**config.mk**
```make
export PLATFORM = sky130hd
export DESIGN_NAME = shn_front
export DESIGN_NICKNAME = d
export VERILOG_FILES = /design/src/sv/shn_pkg.sv /design/src/sv/shn_front.sv
export SDC_FILE = /design/constraint.sdc
export NUM_CORES = 1
export LEC_CHECK = 0
export BUFFER_PORTS_ARGS = -buffer_cell sky130_fd_sc_hd__buf_2
export CORE_ASPECT_RATIO = 0.7
export CORE_MARGIN = 4
export CORE_UTILIZATION = 60
export CTS_CLUSTER_SIZE = 12
export DETAILED_ROUTE_END_ITERATION = 10
export GPL_TIMING_DRIVEN = 0
export PLACE_DENSITY = 0.92
export REMOVE_ABC_BUFFERS = 1
export SYNTH_ARGS = -nofsm -noshare
export SYNTH_HDL_FRONTEND = slang
export SYNTH_SLANG_ARGS = --single-unit
```
**constraint.sdc**
```tcl
create_clock -name clk -period 8.1 [get_ports clk]
set_input_delay 0.81 -clock clk [delete_from_list [all_inputs] [get_ports clk]]
set_output_delay 0.81 -clock clk [all_outputs]
set_load 0.02 [all_outputs]
```
**src/sv/shn_pkg.sv**
```systemverilog
// Package for the height-to-normal block: item types passed between the
// front, queue and back parts. No dependencies.
`default_nettype none
package shn_pkg;

  typedef struct packed {
    logic [19:0] gx2;
    logic [19:0] gy2;
    logic [31:0] z2;
    logic [9:0]  gx_mag;
    logic        gx_neg;
    logic [9:0]  gy_mag;
    logic        gy_neg;
    logic [15:0] z;
  } grad_t;

  localparam int SQ_STEPS = 27;
  localparam int LEN_W    = 27;
  localparam int REM_W    = 29;
  localparam int S_W      = 38;

endpackage
`default_nettype wire

```
**src/sv/shn_front.sv**
```systemverilog
// Front part: forms the Sobel gradients and their squares in two stages.
// Depends on shn_pkg.
`default_nettype none
module shn_front (
  input  wire logic         clk,
  input  wire logic         rst_n,
  input  wire logic         in_valid,
  output logic              in_ready,
  input  wire logic [63:0]  in_data,
  input  wire logic [15:0]  flat_z,
  output logic              push_valid,
  input  wire logic         push_ready,
  output shn_pkg::grad_t    push_item
);
  import shn_pkg::*;

  logic               va_r, vb_r;
  logic signed [10:0] gx_r, gy_r;
  logic [15:0]        za_r;
  grad_t              item_r;
  logic               adv;
  logic signed [10:0] gx_nxt, gy_nxt;
  logic [10:0]        ul, u, ur, ml, mr, dl, d, dr;
  logic [9:0]         gxm, gym;

  assign ul = {3'b0, in_data[7:0]};
  assign u  = {3'b0, in_data[15:8]};
  assign ur = {3'b0, in_data[23:16]};
  assign ml = {3'b0, in_data[31:24]};
  assign mr = {3'b0, in_data[39:32]};
  assign dl = {3'b0, in_data[47:40]};
  assign d  = {3'b0, in_data[55:48]};
  assign dr = {3'b0, in_data[63:56]};

  assign gx_nxt = $signed(ur + (mr << 1) + dr - ul - (ml << 1) - dl);
  assign gy_nxt = $signed(dl + (d << 1) + dr - ul - (u << 1) - ur);
  assign gxm    = gx_r[10] ? 10'(-gx_r) : gx_r[9:0];
  assign gym    = gy_r[10] ? 10'(-gy_r) : gy_r[9:0];

  assign adv        = !vb_r || push_ready;
  assign in_ready   = adv;
  assign push_valid = vb_r;
  assign push_item  = item_r;

  always_ff @(posedge clk) begin
    if (!rst_n) begin
      va_r <= 1'b0;
      vb_r <= 1'b0;
    end else if (adv) begin
      va_r <= in_valid;
      vb_r <= va_r;
    end
  end

  always_ff @(posedge clk) begin
    if (adv) begin
      gx_r <= gx_nxt;
      gy_r <= gy_nxt;
      za_r <= (flat_z == 16'd0) ? 16'd1 : flat_z;
      item_r.gx2    <= 20'(gxm * gxm);
      item_r.gy2    <= 20'(gym * gym);
      item_r.z2     <= 32'(za_r * za_r);
      item_r.gx_mag <= gxm;
      item_r.gx_neg <= gx_r[10];
      item_r.gy_mag <= gym;
      item_r.gy_neg <= gy_r[10];
      item_r.z      <= za_r;
    end
  end
endmodule
`default_nettype wire

```
# Word level (Yosys, flattened, before mapping)
# Index checks and enable logic that the tools add are counted.
[op_classes]
n_reduce_logical = 3
addsub = 12
n_mul = 3
muxes = 2
[op_table]
columns = ["cell", "n"]
rows = [
  ["subtractor 11 x 8 -> 11 bit", 4],
  ["multiplier 10 x 10 -> 20 bit", 2],
  ["multiplier 16 x 16 -> 32 bit", 1],
  ["adder 10 x 8 -> 11 bit", 2],
  ["subtractor 11 x 9 -> 11 bit", 2],
  ["adder 8 x 9 -> 10 bit", 2],
  ["two-way mux 10 bit", 2],
  ["negation 10 bit", 2],
  ["logical NOT 16 bit", 1],
  ["logical NOT 1 bit", 1],
  ["logical OR 1 bit", 1],
]
[totals]
out_inout_bits = 112
word_cells = 33
ff_bits = 150
inputBits = 84

# Longest topological paths before layout
# Gate-level depths: netlist (run 1).
[depth]
ltp_word = 5
mapped_depth = 26
ltp_nobuf = 25

# Least setup slack after synthesis (run 1)
# No wires, ideal clock.
[synth_timing]
path_kind = "register to register"
start = "register gx_r[0]"
end = "register item_r (netlist bit push_item[104]) (data pin)"
slack_ns = 2.040
setup_ns = 0.280
synth_period_minus_slack_ns = 6.060
path_buffers = 2
t_required_ns = 7.820
arrival_ns = 5.780
stages_incl_launch_ff = 22
path_cell_list = "edfxtp_1 buf_2 inv_1 ha_1 nand2b_1 xor2_1 clkinv_1 nand2_1 inv_1 fa_1 fa_1 fa_1 fa_1 fa_1 ha_1 clkbuf_1 a21o_1 a21o_1 a21oi_1 nor3b_1 a2111oi_0 o211ai_1"
[synth_between]
elab_chain_len = 3
[synth_rtl]
columns = ["element", "line_no", "rtl"]
rows = [
  ["from (decl)", "shn_front.sv:18", "logic signed [10:0] gx_r, gy_r;"],
  ["from (signal assigned)", "shn_front.sv:57", "gx_r <= gx_nxt;"],
  ["negation 10 bit", "shn_front.sv:37", "assign gxm = gx_r[10] ? 10'(-gx_r) : gx_r[9:0];"],
  ["two-way mux 10 bit", "shn_front.sv:37", ""],
  ["net gxm[2]", "shn_front.sv:24", "logic [9:0] gxm, gym;"],
  ["multiplier 10 x 10 -> 20 bit", "shn_front.sv:60", "item_r.gx2 <= 20'(gxm * gxm);"],
  ["to (decl)", "shn_front.sv:20", "grad_t item_r;"],
]
# The timed path passes the listed nets, and every way through them passes these cells.
# A chain may end at the register's enable or synchronous reset.

# Final worst setup path (run 1)
[layout_timing]
start = "register gy_r[0]"
end = "register item_r (netlist bit push_item[88]) (data pin)"
[layout_between]
elab_chain_len = 3
[layout_rtl]
columns = ["element", "line_no", "rtl"]
rows = [
  ["from (decl)", "shn_front.sv:18", ""],
  ["from (signal assigned)", "shn_front.sv:58", "gy_r <= gy_nxt;"],
  ["negation 10 bit", "shn_front.sv:38", "assign gym = gy_r[10] ? 10'(-gy_r) : gy_r[9:0];"],
  ["two-way mux 10 bit", "shn_front.sv:38", ""],
  ["net gym[6]", "shn_front.sv:24", ""],
  ["multiplier 10 x 10 -> 20 bit", "shn_front.sv:61", "item_r.gy2 <= 20'(gym * gym);"],
]
# The timed path passes the listed nets, and every way through them passes these cells.

==> out/results.tsv, run 1 <==
metric	value	unit
Post-synth ARST share	0	%
HPWL Detailed	37400	µm
CP arrival	7.59	ns
measured slew at the worst slew-check pin	1.13	ns
result of the run	complete, no violations	
fillcell total	2327	
Post-CTS Setup Bufs	0	
post-synth cell types	87	
Area Growth Syn to Fin	9.45	%
highest clock rate	135	MHz
Worst EP required	8.28	ns
GRT Util Overall	26.7	%
clock root buffer	clkbuf_16	
Placeable Area	32600	µm²
CTS max path bufs	2	
Critical Path Start	gy_r[0]	
largest net degree at the start of global routing	70	
CP Max Fanout	12	
drt initial violations	1242	
Hold Crit Start	va_r	
starting density of the core	61.4	%
Post-Synth XOR/XNOR Area	4.67	%
Crit. End Element	flop	
CTS tree	built	
Slew headroom	23.8	%
first-pass GRT wire length	76700	µm
ANT nets after route	0	
Die X	226	µm
Final Setup Violations	0	
Ys Warns	0	
final wirelength	46800	µm
H-tree lvl count	4	
DRT Pass-1 Iters	6	
Vias	14300	
DR vias/cell	5.57	
Layout Skew	0.0123	ns
GPL Wtd Cong	0.913	
multiplexer share of the synthesized area	0.382	%
worst min-delay path category	flop to flop	
Post-synth EDFFs	142	
Post-Synth Simple-Gate Area	9.70	%
Worst Hold Depth	2	
most common cell after layout, fill and taps aside	inv_1	
Avg Synthesized Cell Area	10.2	µm²
die area	36300	µm²
main flop type after synthesis	edfxtp_1	
#FFs+latches synth	144	
R2R depth	21	
worst r2r src	gy_r[0]	
CP Class	flop to flop	
register area	4300	µm²
drc violations	0	
Hold Path End	push_valid	
Clock transition at path regs	0.07	ns
Avg WL per Cell	18.2	µm
unrepaired setup endpoints after global routing	no	
post-CTS resize count	0	
setup TNS	0	ns
Final Hold Fails	0	
Slew Limit Fails	0	
initial antenna violation count	0	
antenna diode instance count	0	
Synth Instances	1964	
Die Height	161	µm
CTS Buf Count	17	
combinational family with the most area after synthesis	adder cells	
worst-skew pair later-pin latency	0.46	ns
Post-Synth Adder-Cell Area	45.6	%
CTS Hold Buffers Added	0	
layout cell share with drive strength beyond 1	12.5	%
Max Cap Viol	0	
clk sinks	144	
crit path time final	7.41	ns
crit path launch type	flop	
register area share after synthesis	21.5	%
IO Count	196	
multi-input logic area	13600	µm²
vias in the first global route	15500	
FF-to-FF End	push_item[88]	
final worst path period share	91.5	%
mapped cell area	20000	µm²
most frequent cells in the layout	inv_1 (480), fa_1 (316), ha_1 (222)	
IO buf count	192	
nets	2745	
Compound-Gate Fraction of Synth Area	7.64	%
reg2reg setup slack	0.69	ns
row cnt	55	
grt ovf	0	
[worst max-delay path: stages (launching register included)]
cell      delay (ns)
edfxtp_1        0.65
inv_1           0.25
ha_1            0.39
a21boi_1        0.27
xor2_1          0.62
inv_1           0.27
nor2_1          0.24
fa_1            0.47
fa_1            0.47
ha_1            0.33
fa_1            0.55
inv_1           0.05
fa_1            0.51
inv_1           0.05
ha_1            0.36
a21oi_1         0.18
o21ai_1         0.08
o21ai_1         0.33
a211o_1         0.24
a21oi_2         0.09
and4b_1         0.20
or4_1           0.54
[worst max path at each step]
stage | endpoint | slack [ns] | cells past startpoint
2_1_floorplan | push_item[105] | 2.05 | 21
3_3_place_gp | in_ready | 0.71 | 3
3_5_place_dp | push_item[88] | 0.82 | 21
4_1_cts | push_item[88] | 0.77 | 21
5_1_grt | push_item[88] | 0.26 | 21
6_report | push_item[88] | 0.69 | 21
[kinds of logic after synthesis]
family | count (synthesis)
AOI/OAI and AO/OA | 218
xor gates and xnor gates | 104
adders and majority gates | 538
buffers and inverters | 547
DFF | 144
muxes | 7
other | 1
and+or+nand+nor | 405
[state kept, by name (all words and copies together), names as in the netlist]
| name | flops |
|---|---|
| push_item | 104 |
| za_r | 16 |
| push_valid | 1 |
| gx_r | 11 |
| va_r | 1 |
| gy_r | 11 |
[per-stage QoR]
| step | cells | setup WS (ns) | hold WS, ns | util, % | area (µm²) |
|---|---|---|---|---|---|
| 4_1_cts | 2562 | 0.770 | 0.466 | 67.2 | 21900 |
| 3_5_place_dp | 2531 | 0.817 | 0.456 | 65.4 | 21300 |
| 2_1_floorplan | 1910 | 2.05 | 0.434 | - | 19700 |
| 3_3_place_gp | 2529 | 0.707 | 0.445 | 65.2 | 21200 |
| 5_1_grt | 2562 | 0.257 | 0.486 | 67.2 | 21900 |
| 6_report | 2562 | 0.688 | 0.460 | 67.2 | 21900 |
[synth_stat cells, drive strengths merged, types with 10 or more instances]
cell type | count | area share, %
ha | 222 | 14
nor2b | 11 | 0.34
and2 | 58 | 1.8
and3 | 10 | 0.31
buf | 13 | 0.46
clkbuf | 43 | 0.81
nand3 | 12 | 0.30
a21oi | 69 | 1.7
inv | 490 | 9.2
nand2 | 167 | 3.1
xor2 | 30 | 1.4
edfxtp | 142 | 21
o21ai | 36 | 1.0
xnor2 | 74 | 3.3
a21o | 30 | 1.1
nor2 | 89 | 1.7
nand2b | 11 | 0.34
o21a | 10 | 0.38
fa | 316 | 32
[routing by layer]
layer / GRT usage (%) / up-vias / part of all wire (%) / routed length [µm]
li1: - / 6480 / - / -
met1: 34.8 / 7085 / 40 / 18800
met5: 0 / - / 0 / 0
met4: 8.30 / 0 / 3.0 / 1420
met3: 4.81 / 126 / 6.6 / 3090
met2: 45.9 / 573 / 50 / 23400
[cell type report]
cell class                      count  area share, %
Clock buffer                       17           1.94
Sequential cell                   144           19.7
Timing Repair Buffer              194           4.64
Multi-Input combinational cell   1275           62.2
Clock inverter                     14          0.692
Inverter                          491           8.43
Tap cell                          427           2.44
Power of run 1 is not shown: default switching activity piles up to over one toggle a cycle in this logic, so the estimate is an artifact.
==> inputs of run 2 (changes only) <==
--- a/config.mk
+++ b/config.mk
@@ -5,6 +5,7 @@
 export SDC_FILE = /design/constraint.sdc
 export NUM_CORES = 1
 export LEC_CHECK = 0
+export ABC_AREA = 1
 export BUFFER_PORTS_ARGS = -buffer_cell sky130_fd_sc_hd__buf_2
 export CORE_ASPECT_RATIO = 0.7
 export CORE_MARGIN = 4
==> run 2 against run 1 <==
  * Cell count increased by 11%
  * Critical path type unchanged
  * Non-clock buffer count decreased by 1
  * Global-route usage increased by 0.99 points
  * Utilization decreased by 0.63 points
  * Highest routed layer unchanged
  * Flip-flop and latch count unchanged
  * Largest cell class unchanged
==> out/results.tsv, run 2 <==
metric	value	unit
result of the run	complete, no violations	
Final Hold Fails	0	
DR vias/cell	5.44	
Max Cap Viol	0	
FF-to-FF End	push_item[89]	
max reg flops	104	
register area share after synthesis	21.0	%
Avg WL per Cell	17.5	µm
top-area cell type share of the netlist area	30.9	%
Avg Synthesized Cell Area	9.18	µm²
#FFs+latches synth	144	
row cnt	56	
GRT Util Overall	27.7	%
starting density of the core	61.0	%
Final Setup Violations	0	
first-pass GRT wire length	81800	µm
final wirelength	49700	µm
post-synth cell types	50	
CP top delay family	adder cells	
Inst Count DP	2805	
Ys Warns	0	
R2R depth	28	
worst min-delay path category	flop to flop	
Post-synth EDFFs	142	
Vias	15400	
pre-CTS setup slack	1.30	ns
Die X	229	µm
Synth Instances	2229	
Post-synth ARST share	0	%
Placeable Area	33600	µm²
CTS Hold Buffers Added	0	
Area Growth Syn to Fin	9.19	%
IO Count	196	
fillcell total	2517	
crit path time final	6.91	ns
max incr delay on CP	0.59	ns
layout cell share with drive strength beyond 1	12.0	%
ANT nets after route	0	
CP arrival	7.13	ns
crit path launch type	flop	
grt ovf	0	
CP Max Fanout	11	
cell with the most instances after synthesis	inv_1	
Hold Crit Start	va_r	
die area	37200	µm²
H-tree lvl count	4	
final worst path period share	85.4	%
antenna diode instance count	0	
Slew headroom	33.6	%
main flop type after synthesis	edfxtp_1	
Layout Skew	0.0139	ns
Post-Layout Cell Count	2837	
drc violations	0	
drt initial violations	1119	
nets	3011	
DRT Pass-1 Iters	5	
most frequent cells in the layout	inv_1 (591), nand2_1 (372), fa_1 (316)	
CTS tree	built	
unrepaired setup endpoints after global routing	no	
worst-skew pair later-pin latency	0.46	ns
reg2reg setup slack	1.19	ns
CTS Buf Count	17	
mapped cell area	20500	µm²
CP Class	flop to flop	
Post-CTS Setup Bufs	0	
clk sinks	144	
vias in the first global route	16900	
Worst Hold Depth	1	
CP max stage cell	edfxtp_1	
highest clock rate	145	MHz
CTS max path bufs	2	
worst r2r src	gy_r[0]	
Synth area leader	fa_1	
Crit. End Element	flop	
post-CTS resize count	0	
Die Height	163	µm
Slew Limit Fails	0	
GPL Wtd Cong	0.958	
clock root buffer	clkbuf_16	
Hold Path End	push_valid	
HPWL Detailed	40900	µm
measured slew at the worst slew-check pin	0.996	ns
IO buf count	192	
worst path bufs/invs	7	
Clock transition at path regs	0.07	ns
most common cell after layout, fill and taps aside	inv_1	
setup TNS	0	ns
Worst EP required	8.32	ns
final setup margin	1.19	ns
ranking of synthesized cells by area	fa_1 (31%), edfxtp_1 (21%), ha_1 (14%)	
Synth top cells by count	inv_1 (592), nand2_1 (372), fa_1 (316)	
initial antenna violation count	0	
WHS	0.486	ns
largest net degree at the start of global routing	84	
run 2: cell types whose count changed after synthesis, sizes merged, moves of 40 or more:
cell	before	now
nand2	167	391
inv	490	609
and2	58	0
xnor2	74	22
nand3	12	62
nor2	89	129
run 2: worst max path at each step:
stage,startpoint,end,slack [ns],cells after the start
after floorplan,gy_r[0],push_item[89],2.31,28
after global placement,gy_r[0],push_item[89],1.60,28
after detailed placement,gy_r[0],push_item[89],1.30,28
after CTS,gy_r[0],push_item[89],1.26,28
after global routing,gy_r[0],push_item[89],0.76,28
final,gy_r[0],push_item[89],1.19,28
run 2: logic make-up (layout without fill, tap and decap cells):
logic type	Yosys count	in the layout	share of synthesized area, %
AO/OA/AOI/OAI	171	171	4.86
XOR/XNOR	86	86	3.99
AND/OR/NAND/NOR	626	626	13.2
other	1	3	0.0183
buffers and inverters	663	834	12.4
flip-flops	144	144	21.0
adder cells (fa/ha/maj)	538	538	44.5
run 2: final cells by class:
class / instances / area [µm²] / share of cell area [%]
Multi-Input combinational cell: 1424 / 13600 / 61.0
Sequential cell: 144 / 4300 / 19.3
Inverter: 609 / 2300 / 10.3
Timing Repair Buffer: 193 / 988 / 4.42
Tap cell: 435 / 544 / 2.44
Clock buffer: 18 / 429 / 1.92
Clock inverter: 14 / 154 / 0.689
run 2: metal layers:
layer | track usage (%) | vias up | share of wire (%)
met2 | 45.9 | 702 | 48
li1 | - | 7074 | -
met3 | 5.89 | 166 | 7.6
met1 | 35.6 | 7480 | 40
met4 | 12.2 | 0 | 3.9
met5 | 0 | - | 0
run 2: through the flow:
step	util [%]	cell area [µm²]
6_report	66.6	22300
5_1_grt	66.6	22300
4_1_cts	66.6	22300
3_5_place_dp	64.8	21800
3_3_place_gp	64.7	21700
2_1_floorplan	-	20200
Power of run 2 is left out for the same reason.
