<file path="src/sv/shn_pkg.sv">
// Package for the height-to-normal block: item types passed between the
// front, queue and back parts. No dependencies.
`default_nettype none
package shn_pkg;

  typedef struct packed {
    logic [19:0] gx2;
    logic [19:0] gy2;
    logic [31:0] z2;
    logic [9:0]  gx_mag;
    logic        gx_neg;
    logic [9:0]  gy_mag;
    logic        gy_neg;
    logic [15:0] z;
  } grad_t;

  localparam int SQ_STEPS = 27;
  localparam int LEN_W    = 27;
  localparam int REM_W    = 29;
  localparam int S_W      = 38;

endpackage
`default_nettype wire

</file>
<file path="src/sv/shn_fifo.sv">
// Four-entry queue between the front and back parts.
// Depends on shn_pkg.
`default_nettype none
module shn_fifo (
  input  wire logic         clk,
  input  wire logic         rst_n,
  input  wire logic         push_valid,
  output logic              push_ready,
  input  wire shn_pkg::grad_t push_item,
  output logic              pop_valid,
  input  wire logic         pop_ready,
  output shn_pkg::grad_t    pop_item
);
  import shn_pkg::*;

  grad_t       mem_r [4];
  logic [1:0]  wr_r, rd_r;
  logic [2:0]  cnt_r;
  logic        push, pop;

  assign push_ready = (cnt_r != 3'd4);
  assign pop_valid  = (cnt_r != 3'd0);
  assign pop_item   = mem_r[rd_r];
  assign push       = push_valid && push_ready;
  assign pop        = pop_valid && pop_ready;

  always_ff @(posedge clk) begin
    if (!rst_n) begin
      wr_r  <= 2'd0;
      rd_r  <= 2'd0;
      cnt_r <= 3'd0;
    end else begin
      if (push) wr_r <= wr_r + 2'd1;
      if (pop)  rd_r <= rd_r + 2'd1;
      cnt_r <= cnt_r + {2'b0, push} - {2'b0, pop};
    end
  end

  always_ff @(posedge clk) begin
    if (push) mem_r[wr_r] <= push_item;
  end
endmodule
`default_nettype wire

</file>
<file path="config.mk">
export PLATFORM = sky130hd
export DESIGN_NAME = shn_fifo
export DESIGN_NICKNAME = d
export VERILOG_FILES = /design/src/sv/shn_pkg.sv /design/src/sv/shn_fifo.sv
export SDC_FILE = /design/constraint.sdc
export NUM_CORES = 1
export LEC_CHECK = 0
export BUFFER_PORTS_ARGS = -buffer_cell sky130_fd_sc_hd__buf_2
export CORE_MARGIN = 3
export CORE_UTILIZATION = 50
export CTS_CLUSTER_SIZE = 12
export DETAILED_ROUTE_END_ITERATION = 7
export PLACE_DENSITY = 0.71
export SLEW_MARGIN = 20
export SYNTH_ARGS = -nofsm -noshare
export SYNTH_HDL_FRONTEND = slang
export SYNTH_SLANG_ARGS = --single-unit
</file>
<file path="constraint.sdc">
create_clock -name clk -period 5.1 [get_ports clk]
set_input_delay 0 -clock clk [delete_from_list [all_inputs] [get_ports clk]]
set_output_delay 0 -clock clk [all_outputs]
set_load 0.01 [all_outputs]
</file>
# Word-level counts from Yosys, hierarchy flattened
# Memory sizes are Yosys's and may differ from the RTL's. A register that Yosys moved wholly into a read port is not among the register bits.
# Cells that the tools add are included.
[totals]
inputBits = 114
mem_bits_rw = 440
word_cells = 16
n_memories = 1
register_bits = 7
out_inout_bits = 112
[mem_list]
columns = ["memory", "depth", "word_bits", "read_ports", "rd_clocked_by_memory_dff", "write_ports", "line_no", "rtl"]
rows = [
  ["mem_r", 4, 110, 1, 1, 1, "shn_fifo.sv:16", "grad_t mem_r [4];"],
]
[op_classes]
n_reduce_logical = 3
eq_ne = 1
n_addsub = 4
muxes = 4
[op_table]
columns = ["op", "count"]
rows = [
  ["2-bit by 1-bit adder with 2-bit output (second input constant)", 2],
  ["2-bit 2-to-1 mux", 2],
  ["3-bit by 1-bit adder with 3-bit output", 1],
  ["3-bit inequality test (second input constant)", 1],
  ["3-bit nonzero test", 1],
  ["3-bit by 1-bit subtractor with 3-bit output", 1],
  ["1-bit logical AND", 2],
  ["1-bit 2-to-1 mux", 2],
]

# Logic depth before layout (Yosys ltp)
# Gate-level depths: netlist of run 1.
[logic_depth]
word_depth = 4
depth_mapped = 11
ltp_nobuf = 11

# Least setup slack after synthesis of run 1
# OpenSTA, ideal clock, no wires.
[synth_timing]
kind = "reg-to-reg"
from = "register cnt_r[1]"
to = "memory mem_r[0][0] in the netlist's numbering, enable pin"
stages_incl_launch_ff = 4
setup_ps = 482
setup_slack_ps = 1150
arrival_ps = 3469
required_time_ps = 4618
path_cell_list = "dfxtp_1 > nor2_1 > a21boi_1 > and2_1"
[synth_between]
elab_chain_len = 4
[synth_lines]
columns = ["element", "line_no", "rtl"]
rows = [
  ["start, declared", "shn_fifo.sv:18", "logic [2:0] cnt_r;"],
  ["start signal, assigned", "shn_fifo.sv:35", "cnt_r <= cnt_r + {2'b0, push} - {2'b0, pop};"],
  ["3-bit inequality test", "shn_fifo.sv:21", "assign push_ready = (cnt_r != 3'd4);"],
  ["1-bit logical AND", "shn_fifo.sv:24", "assign push = push_valid && push_ready;"],
  ["1-bit 2-to-1 mux", "shn_fifo.sv:40", "if (push) mem_r[wr_r] <= push_item;"],
  ["1-bit 2-to-1 mux (not written as such)", "shn_fifo.sv:40", ""],
  ["end, declared", "shn_fifo.sv:16", ""],
]
# No other way between the ends.

==> results by stage, run 1 <==
Global route:
- The maximum number of pins on one net before global-route repair is 111.
- The total global routing overflow is 0.
- The via count of the first global-routing pass is 8,469.
- The wire length of the first global-routing pass is 49,030 um.
- The number of antenna violations at the first check in global routing was 2.
- Global routing consumed, over all layers together, 18.07% of the routing resources.

Route:
- For this block, the routed nets add up to 31,110 um of wire.
- The total DRC errors in the routed layout is 0.
- The pre-antenna-repair detailed-routing pass consisted of 5 iterations.
- The number of routed nets with antenna violations is 0.
- The average wire length per cell after detail routing is 21.44 um.
- In the routed layout, each cell is associated on average with a via count of 5.296.
- The first routing iteration left 502 violations.
- The routed layout has 7,684 vias.

Floorplanning:
- The effective utilization at floorplan is 51.27%.
- The boundary pin count is 226.
- The core footprint is 0.03188 mm^2.
- The die is 186.8 um wide.
- The die is 186.8 um tall.
- The floorplan has 65 rows.
- The floorplan die area is 0.03490 mm^2.

STA:
- The actual transition at the worst max-transition pin is 0.9744 ns.
- The clock period minus final worst setup slack is 2.820 ns.
- The number of pins exceeding their max-slew limit in the final report is 0.
- The portion of the clock cycle consumed by the worst path in the final layout is 55.30%.
- The number of hold-slack violations in the final timing report came to 0.
- The upper clock frequency limit is 354.6 MHz.
- The worst-case hold slack is 0.2186 ns.
- After routing, the total negative slack on setup checks comes to 0 ns.
- Setup repair after global routing left no endpoint under its margin.
- Between clock sinks in the finished design, the worst skew comes to 0.01479 ns.
- The worst path meets setup with 2.280 ns of slack.
- The worst pin sits at a relative slew slack of 35.04%.
- Setup violations remaining at the end of the flow were counted as 0.

Pwr:
- The final total power is 9.698 mW.
- The power density over cell area is 474.5 mW/mm^2.
- The internal power is 7.254 mW.
- For this design the static power due to leakage is 6.888 nW.
- The sequential cell fraction of total power is 48.1%.
- The share of total power in the clock network is 30.8%.
- The combinational share of power is 21.1%.
- The switching power total is 2.444 mW.
- The switching portion of total power is 25.20%.
- The largest voltage drop on the vdd net is 0.0003212 V.

Worst setup path:
- The worst register-to-register path begins at cnt_r[1].
- In this design, the stage delay of the slowest critical-path cell is 0.99 ns.
- Data on the critical path is required at its endpoint by 5.10 ns.
- The data arrival time of the critical path is 2.82 ns.
- STA classifies the critical path endpoint as an output pin.
- The signal on the critical path passes through buf_4 -> mux4_2 -> buf_2.
- On the critical path, the stage with the largest delay is an instance of sky130_fd_sc_hd__dfxtp_4.
- Along the worst path, the maximum fanout reaches 46.
- The endpoint of the worst register-to-register path is mem_r[1][17].
- The depth of the worst register-to-register path is 4.
- The startpoint class of the critical path is a register.
- The minimum setup slack among reg-to-reg paths is 2.41 ns.
- The critical path start-end classification is register to output pin.

Placed design:
- The post-placement setup slack is 2.387 ns.
- Once placement finished, the instance area stood at 0.01797 mm^2.
- The detailed-placement wirelength estimate is 17,980 um.
- The total of buffers placed on input and output ports is 225.
- The placer congestion estimate is 0.7225.

Synthesis:
- The count of unique library cells instantiated by Yosys is 19.
- The cell taking the most area after synthesis is sky130_fd_sc_hd__edfxtp_1.
- The synthesized netlist occupies a cell area of 0.01635 mm^2.
- Each instance of the synthesized netlist takes up on average 26.28 um^2.
- For this run, the register share of the synthesized area comes to 81.94%.
- After technology mapping, the gate count stands at 622.
- The net count after synthesis is 743.
- Synthesis inferred 449 register bits.
- The number of synthesis warnings is 0.
- The area share of the largest cell type after synthesis is 80.83%.
- In the post-synthesis netlist, the biggest area contributors are sky130_fd_sc_hd__edfxtp_1 (81%), sky130_fd_sc_hd__mux4_2 (15%), sky130_fd_sc_hd__dfxtp_1 (1.1%).

CTS:
- Clock tree synthesis found a total of 449 sinks.
- Clock-pin slew was measured on the worst setup and hold paths at 0.06 ns.
- The number of buffers created by CTS is 45.
- The clock tree buffer depth is 3.
- The number of setup buffers added after CTS is 0.
- The number of H-tree levels is 2.
- The clock tree from TritonCTS is yes.
- The root buffer cell is sky130_fd_sc_hd__clkbuf_16.
- At the later pin of the worst-skew pair, clock insertion delay measures 0.53 ns.

Layout:
- Cells with a size suffix above 1 make up 39.51% of the layout.
- After routing the design area is 0.02044 mm^2.
- The area added between synthesis and finish is 25.03%.
- The count of fill cells added during filler insertion is 2,197.
- In the final design database the tool counted 1,112 nets.

Hold path:
- The count of cells along the worst hold path is 2.
- The kind of path behind the tightest hold check is input port to register.
- For hold timing, the worst endpoint is mem_r[2][9].
- The startpoint of the tightest hold check path is push_item[9].

Run status:
- The run finished with clean final reports.

Flow run:
- The tool flagged a number of max-cap violations equal to 0.
## how the worst max path moves through the flow
| stage | from | endpoint | slack (ns) | cells past startpoint |
|---|---|---|---|---|
| floorplan | cnt_r[1] | mem_r[0][0] | 1.15 | 3 |
| global placement | cnt_r[1] | mem_r[1][39] | 2.47 | 4 |
| detailed placement | cnt_r[1] | mem_r[1][38] | 2.39 | 4 |
| CTS | register | pop_item[99] | 2.14 | 3 |
| global route | register | pop_item[99] | 2.00 | 3 |
| finish | register | pop_item[99] | 2.28 | 3 |
## cell usage after synthesis
master                     instances
sky130_fd_sc_hd__a21boi_1          1
sky130_fd_sc_hd__and2_1            7
sky130_fd_sc_hd__buf_2            11
sky130_fd_sc_hd__buf_6            11
sky130_fd_sc_hd__clkbuf_1          3
sky130_fd_sc_hd__dfxtp_1           9
sky130_fd_sc_hd__edfxtp_1        440
sky130_fd_sc_hd__fa_1              1
sky130_fd_sc_hd__ha_1              6
sky130_fd_sc_hd__inv_1             5
sky130_fd_sc_hd__mux2i_1           2
sky130_fd_sc_hd__mux4_2          110
sky130_fd_sc_hd__nand2_1           5
sky130_fd_sc_hd__nor2_1            1
sky130_fd_sc_hd__nor2b_1           3
sky130_fd_sc_hd__o311ai_1          1
sky130_fd_sc_hd__o31a_1            1
sky130_fd_sc_hd__or3_1             1
sky130_fd_sc_hd__xnor2_1           4
## layout by cell type, fill, tap and decap left out
cell	Yosys	routed
sky130_fd_sc_hd__buf_12	0	5
sky130_fd_sc_hd__o311ai_1	1	1
sky130_fd_sc_hd__inv_1	5	5
sky130_fd_sc_hd__mux4_2	110	110
sky130_fd_sc_hd__clkinv_1	0	5
sky130_fd_sc_hd__mux2i_1	2	2
sky130_fd_sc_hd__dfxtp_1	9	7
sky130_fd_sc_hd__edfxtp_1	440	440
sky130_fd_sc_hd__bufinv_16	0	1
sky130_fd_sc_hd__diode_2	0	1
sky130_fd_sc_hd__ha_1	6	6
sky130_fd_sc_hd__nor2b_1	3	3
sky130_fd_sc_hd__nor2_1	1	1
sky130_fd_sc_hd__xnor2_1	4	4
sky130_fd_sc_hd__dfxtp_4	0	2
sky130_fd_sc_hd__and2_1	7	3
sky130_fd_sc_hd__or3_1	1	1
sky130_fd_sc_hd__buf_2	11	225
sky130_fd_sc_hd__dlygate4sd3_1	0	114
sky130_fd_sc_hd__clkbuf_8	0	3
sky130_fd_sc_hd__nand2_1	5	5
sky130_fd_sc_hd__a21boi_1	1	1
sky130_fd_sc_hd__buf_4	0	3
sky130_fd_sc_hd__clkbuf_16	0	47
sky130_fd_sc_hd__clkbuf_1	3	14
sky130_fd_sc_hd__inv_6	0	1
sky130_fd_sc_hd__and2_4	0	4
sky130_fd_sc_hd__fa_1	1	1
sky130_fd_sc_hd__o31a_1	1	1
## worst max-delay path, delay by kind of cell (launching register included)
family / cells / cell delay (ns)
buffers and inverters: 2 / 0.68
muxes: 1 / 0.58
DFF: 1 / 0.99
## metrics by stage
stage	cells	utilization (%)
after floorplan	622	-
after global placement	1265	56.35
after detailed placement	1265	56.35
after CTS	1450	64.10
after global routing	1451	64.11
final	1451	64.11
## power groups by stage
stage	combinational, mW	sequential [mW]	clock (mW)
3_5_place_dp	2.02	4.75	0
4_1_cts	2.10	4.68	3.07
3_3_place_gp	2.01	4.73	0
5_1_grt	2.20	4.72	3.22
6_report	2.04	4.67	2.99
2_1_floorplan	1.39	4.65	0
## cells by family (layout without fill, tap and decap cells)
logic type	count (synthesis)	in the layout	synth area share [%]
AOI/OAI and AO/OA	3	3	0.1531
xor gates and xnor gates	4	4	0.2143
adders and majority gates	7	7	0.5817
buffers and inverters	30	423	1.278
DFF	449	449	81.94
muxes	112	112	15.28
other	0	1	0
and+or+nand+nor	17	17	0.5588
## cell type report
cell class / count / area (um^2) / share of cell area, %
timing repair buffer: 347 / 2390 / 11.69
antenna: 1 / 2.502 / 0.01224
multi-input combinational: 143 / 2754 / 13.47
clock inverter: 7 / 57.56 / 0.2816
sequential: 449 / 13400 / 65.57
inverter: 5 / 18.77 / 0.09183
tap: 435 / 544.3 / 2.663
clock buffer: 64 / 1270 / 6.214
## layer usage
layer	track usage [%]	vias up	share of wire, %
li1	-	3407	-
met1	24.99	3974	42
met2	30.23	256	50
met3	3.588	45	6.0
met4	4.391	2	1.5
met5	0	-	0.022
## state kept, by name, summed over array words and instances, names as in the netlist, named ones only
name / count
wr_r: 2
rd_r: 2
cnt_r: 3
mem_r: 440
## timing repair
action / in CTS / in global routing
setup endpoints to repair: 0 / 0
hold buffers: 114 / 0
resized for setup: 0 / 0
hold endpoints to repair: 449 / 0
Note: power is estimated with default switching activity, not from simulation.
==> inputs of run 2 (changes only) <==
--- a/config.mk
+++ b/config.mk
@@ -10,7 +10,7 @@
 export CORE_UTILIZATION = 50
 export CTS_CLUSTER_SIZE = 12
 export DETAILED_ROUTE_END_ITERATION = 7
-export PLACE_DENSITY = 0.71
+export PLACE_DENSITY = 0.74
 export SLEW_MARGIN = 20
 export SYNTH_ARGS = -nofsm -noshare
 export SYNTH_HDL_FRONTEND = slang
==> constraint.sdc (replaced) <==
create_clock -name clk -period 2.3 [get_ports clk]
set_input_delay 0 -clock clk [delete_from_list [all_inputs] [get_ports clk]]
set_output_delay 0 -clock clk [all_outputs]
set_load 0.01 [all_outputs]
==> run 2 against run 1 <==
First-iteration DRC count is 5.6% higher. Worst hold slack worse by 0.013 ns. Final cell count is 2.1% higher. Sequential power is 120% higher. Clock power is 120% higher. Core utilization is 1.3 points higher. Flip-flop and latch count stayed put. Clock skew is 0.0012 ns lower. Critical path depth is 8 higher. Die area stayed put. Critical path type is now register to register. Highest routed layer is now met4.
==> results by stage, run 2 (synthesis gave the netlist of run 1 again) <==
Floorplanning:
- The core footprint is 0.03188 mm^2 (unchanged).
- The effective utilization at floorplan is 51.27% (unchanged).
- The height of the chip came to 186.8 um (unchanged).
- The boundary pin count was 226 (unchanged).
- The die outline width is 186.8 um (unchanged).
- The number of rows created at floorplan is 65 (unchanged).
- The floorplan die area is 0.03490 mm^2 (unchanged).

Route:
- The average wire length per cell after detail routing was 21.50 um (+0.29%).
- The initial DRC count is 530 (+5.6%).
- The total number of vias is 7,890 (+2.7%).
- The total DRC errors in the routed layout is 0 (unchanged).
- The average vias per placed instance is 5.327 (+0.60%).
- The number of routed nets with antenna violations came to 0 (unchanged).
- The final routed wirelength across all metal layers was 31,850 um (+2.4%).
- The number of iterations in the first detailed-routing pass is 4 (-1).

CTS:
- TritonCTS built the clock tree.
- The clock network latency to the later pin of the worst-skew pair is 0.54 ns (about the same).
- The number of buffers created by CTS is 45 (unchanged).
- The clock tree buffer depth is 3 (unchanged).
- The root buffer cell chosen for the clock tree is sky130_fd_sc_hd__clkbuf_16.
- The TritonCTS sink count came to 449 (unchanged).
- The clock transition at the registers of the reported paths came to 0.06 ns (about the same).
- The number of H-tree levels is 2 (unchanged).

Hold path:
- The startpoint identified for the worst hold timing path is push_item[16].
- The tightest min-delay check is of the input port to register type.
- The count of cells along the worst hold path is 2 (unchanged).
- For hold timing, the worst endpoint is mem_r[2][16].

Layout:
- The fraction of layout cells with a size suffix above 1 is 41.30% (+1.8 points).
- The library cells used most frequently in the layout, excluding fill and tap cells, are sky130_fd_sc_hd__edfxtp_1 (440), sky130_fd_sc_hd__buf_2 (225), sky130_fd_sc_hd__dlygate4sd3_1 (114).
- The area added between synthesis and finish is 27.55%.
- The diode insertion count for antenna repair is 0 (-1).
- mem_r holds more flip-flops than any other register.
- In the final layout, the registers with the most flip-flops are mem_r (440), cnt_r (3).
- The number of flip-flops under the largest register name is 440 (unchanged).
- The count of fill cells added during filler insertion is 2,088 (-5.0%).
- The core utilization of the finished layout is 65.40% (+1.3 points).
- The non-filler instance count after layout is 1,481 (+2.1%).
- The number of nets in the layout is 1,142 (+2.7%).
- The library cell used most frequently in the layout, excluding fill and tap cells, is sky130_fd_sc_hd__edfxtp_1.

Flow run:
- The total of max-cap violations was 0 (unchanged).

STA:
- The relative slew slack is 76.74% (+42 points).
- Of the available clock period, the critical path in the final layout requires 91.89%.
- The number of hold-slack violations in the final timing report is 0 (unchanged).
- The clock period minus final worst setup slack is 2.113 ns.
- The final clock skew came to 0.01362 ns (-0.001165 ns).
- The actual transition at the worst max-transition pin is 0.3435 ns (-0.6308 ns).
- Setup repair after global routing left no endpoint under its margin.
- The final setup violation count was 0 (unchanged).
- The post-route worst setup slack is 0.1865 ns (-2.093 ns).
- The summed negative setup slack over all endpoints is 0 ns (unchanged).
- The upper clock frequency limit is 473.2 MHz.
- The number of pins exceeding their max-slew limit in the final report is 0 (unchanged).

Placed design:
- The post-placement setup slack is 0.1582 ns (-2.229 ns).
- The detailed-placement wirelength estimate is 19,590 um (+8.9%).
- The count of placed standard cells including taps was 1,289 (+1.9%).
- The total of buffers placed on input and output ports is 225 (unchanged).
- The placer congestion estimate is 0.6853 (-5.1%).

Worst setup path:
- The maximum fanout encountered on the critical timing path is 3 (-93%).
- In this run the critical register-to-register path is launched from cnt_r[1].
- The endpoint of the worst register-to-register path is cnt_r[2].
- The depth of the worst register-to-register path came to 11 (+7).
- The kind of end point of the critical path is a register.
- The data arrival time of the critical path is 2.54 ns (-0.28 ns).
- The required time of the worst setup path was 2.73 ns (-2.37 ns).
- The critical path is of the register to register type.
- The worst setup path is launched from a register.
- The minimum setup slack among reg-to-reg paths is 0.19 ns (-2.22 ns).

Pwr:
- The power density over cell area is 1046 mW/mm^2 (+120%).
- The static leakage was 7.080 nW (+2.8%).
- The largest voltage drop on the vdd net is 0.0009536 V (+200%).
- The final total power is 21.80 mW (+120%).

Global route:
- The maximum number of pins on one net before global-route repair was 39 (-65%).
- The total global-route track usage is 18.55% (+0.48 points).
- The wire length of the first global-routing pass came to 50,380 um (+2.8%).
- The total global routing overflow is 0 (unchanged).
- The via count of the first global-routing pass is 8,692 (+2.6%).
- The number of antenna violations at the first check in global routing is 0 (-2).

Run status:
- The run finished with clean final reports.
[run 2: final cells by class]
class                           count  area [um^2]  share of cell area [%]
Timing Repair Buffer              377         2840                   13.62
Clock inverter                      9        92.59                  0.4441
Sequential cell                   449        13400                   64.28
Inverter                            5        18.77                 0.09002
Clock buffer                       63         1194                   5.725
Tap cell                          435        544.3                   2.611
Multi-Input combinational cell    143         2758                   13.23
[run 2: worst max path at each step]
stage             start            to  slack (ns)
2_1_floorplan  cnt_r[1]   mem_r[0][0]       -0.33
3_5_place_dp   cnt_r[0]      cnt_r[2]        0.16
6_report       cnt_r[1]      cnt_r[2]        0.19
4_1_cts        register  pop_item[71]        0.06
3_3_place_gp   cnt_r[0]      cnt_r[2]        0.20
5_1_grt        cnt_r[1]      cnt_r[2]        0.05
[run 2: metrics by stage]
step                      hold slack, ns  cell area [um^2]
after floorplan                  0.09887             16350
after detailed placement          0.2176             18380
after global placement            0.2125             18380
after CTS                         0.1877             20800
final                             0.2057             20850
after global routing              0.2000             20850
[run 2: worst max-delay path: stages, from the launching register on]
cell and delay (ns):
sky130_fd_sc_hd__dfxtp_1 0.38, sky130_fd_sc_hd__nor2_1 0.09, sky130_fd_sc_hd__a21boi_2 0.16, sky130_fd_sc_hd__inv_1 0.05
sky130_fd_sc_hd__ha_1 0.28, sky130_fd_sc_hd__inv_1 0.05, sky130_fd_sc_hd__ha_1 0.13, sky130_fd_sc_hd__inv_1 0.05
sky130_fd_sc_hd__fa_1 0.39, sky130_fd_sc_hd__xnor2_1 0.15, sky130_fd_sc_hd__xnor2_1 0.13, sky130_fd_sc_hd__and2_1 0.15
[run 2: what timing repair did]
action,4_1_cts,5_1_grt
hold endpoints to repair,449,0
resized for setup,0,1
hold buffers,114,0
setup buffers,0,6
setup endpoints to repair,0,2
[run 2: per-layer routing]
layer	up-vias	wire length, um	global-route usage (%)
li1	3466	-	-
met1	4114	12760	24.33
met2	257	16350	31.84
met3	53	2130	4.434
met4	0	610	4.536
met5	-	0	0
[run 2: report_power, final]
group,internal [mW],leakage [nW],switching (mW),total [mW]
clock,3.71,0.621,2.80,6.51
combinational,2.61,2.35,2.52,5.13
sequential,9.91,4.11,0.254,10.2
total,16.2,7.08,5.58,21.8
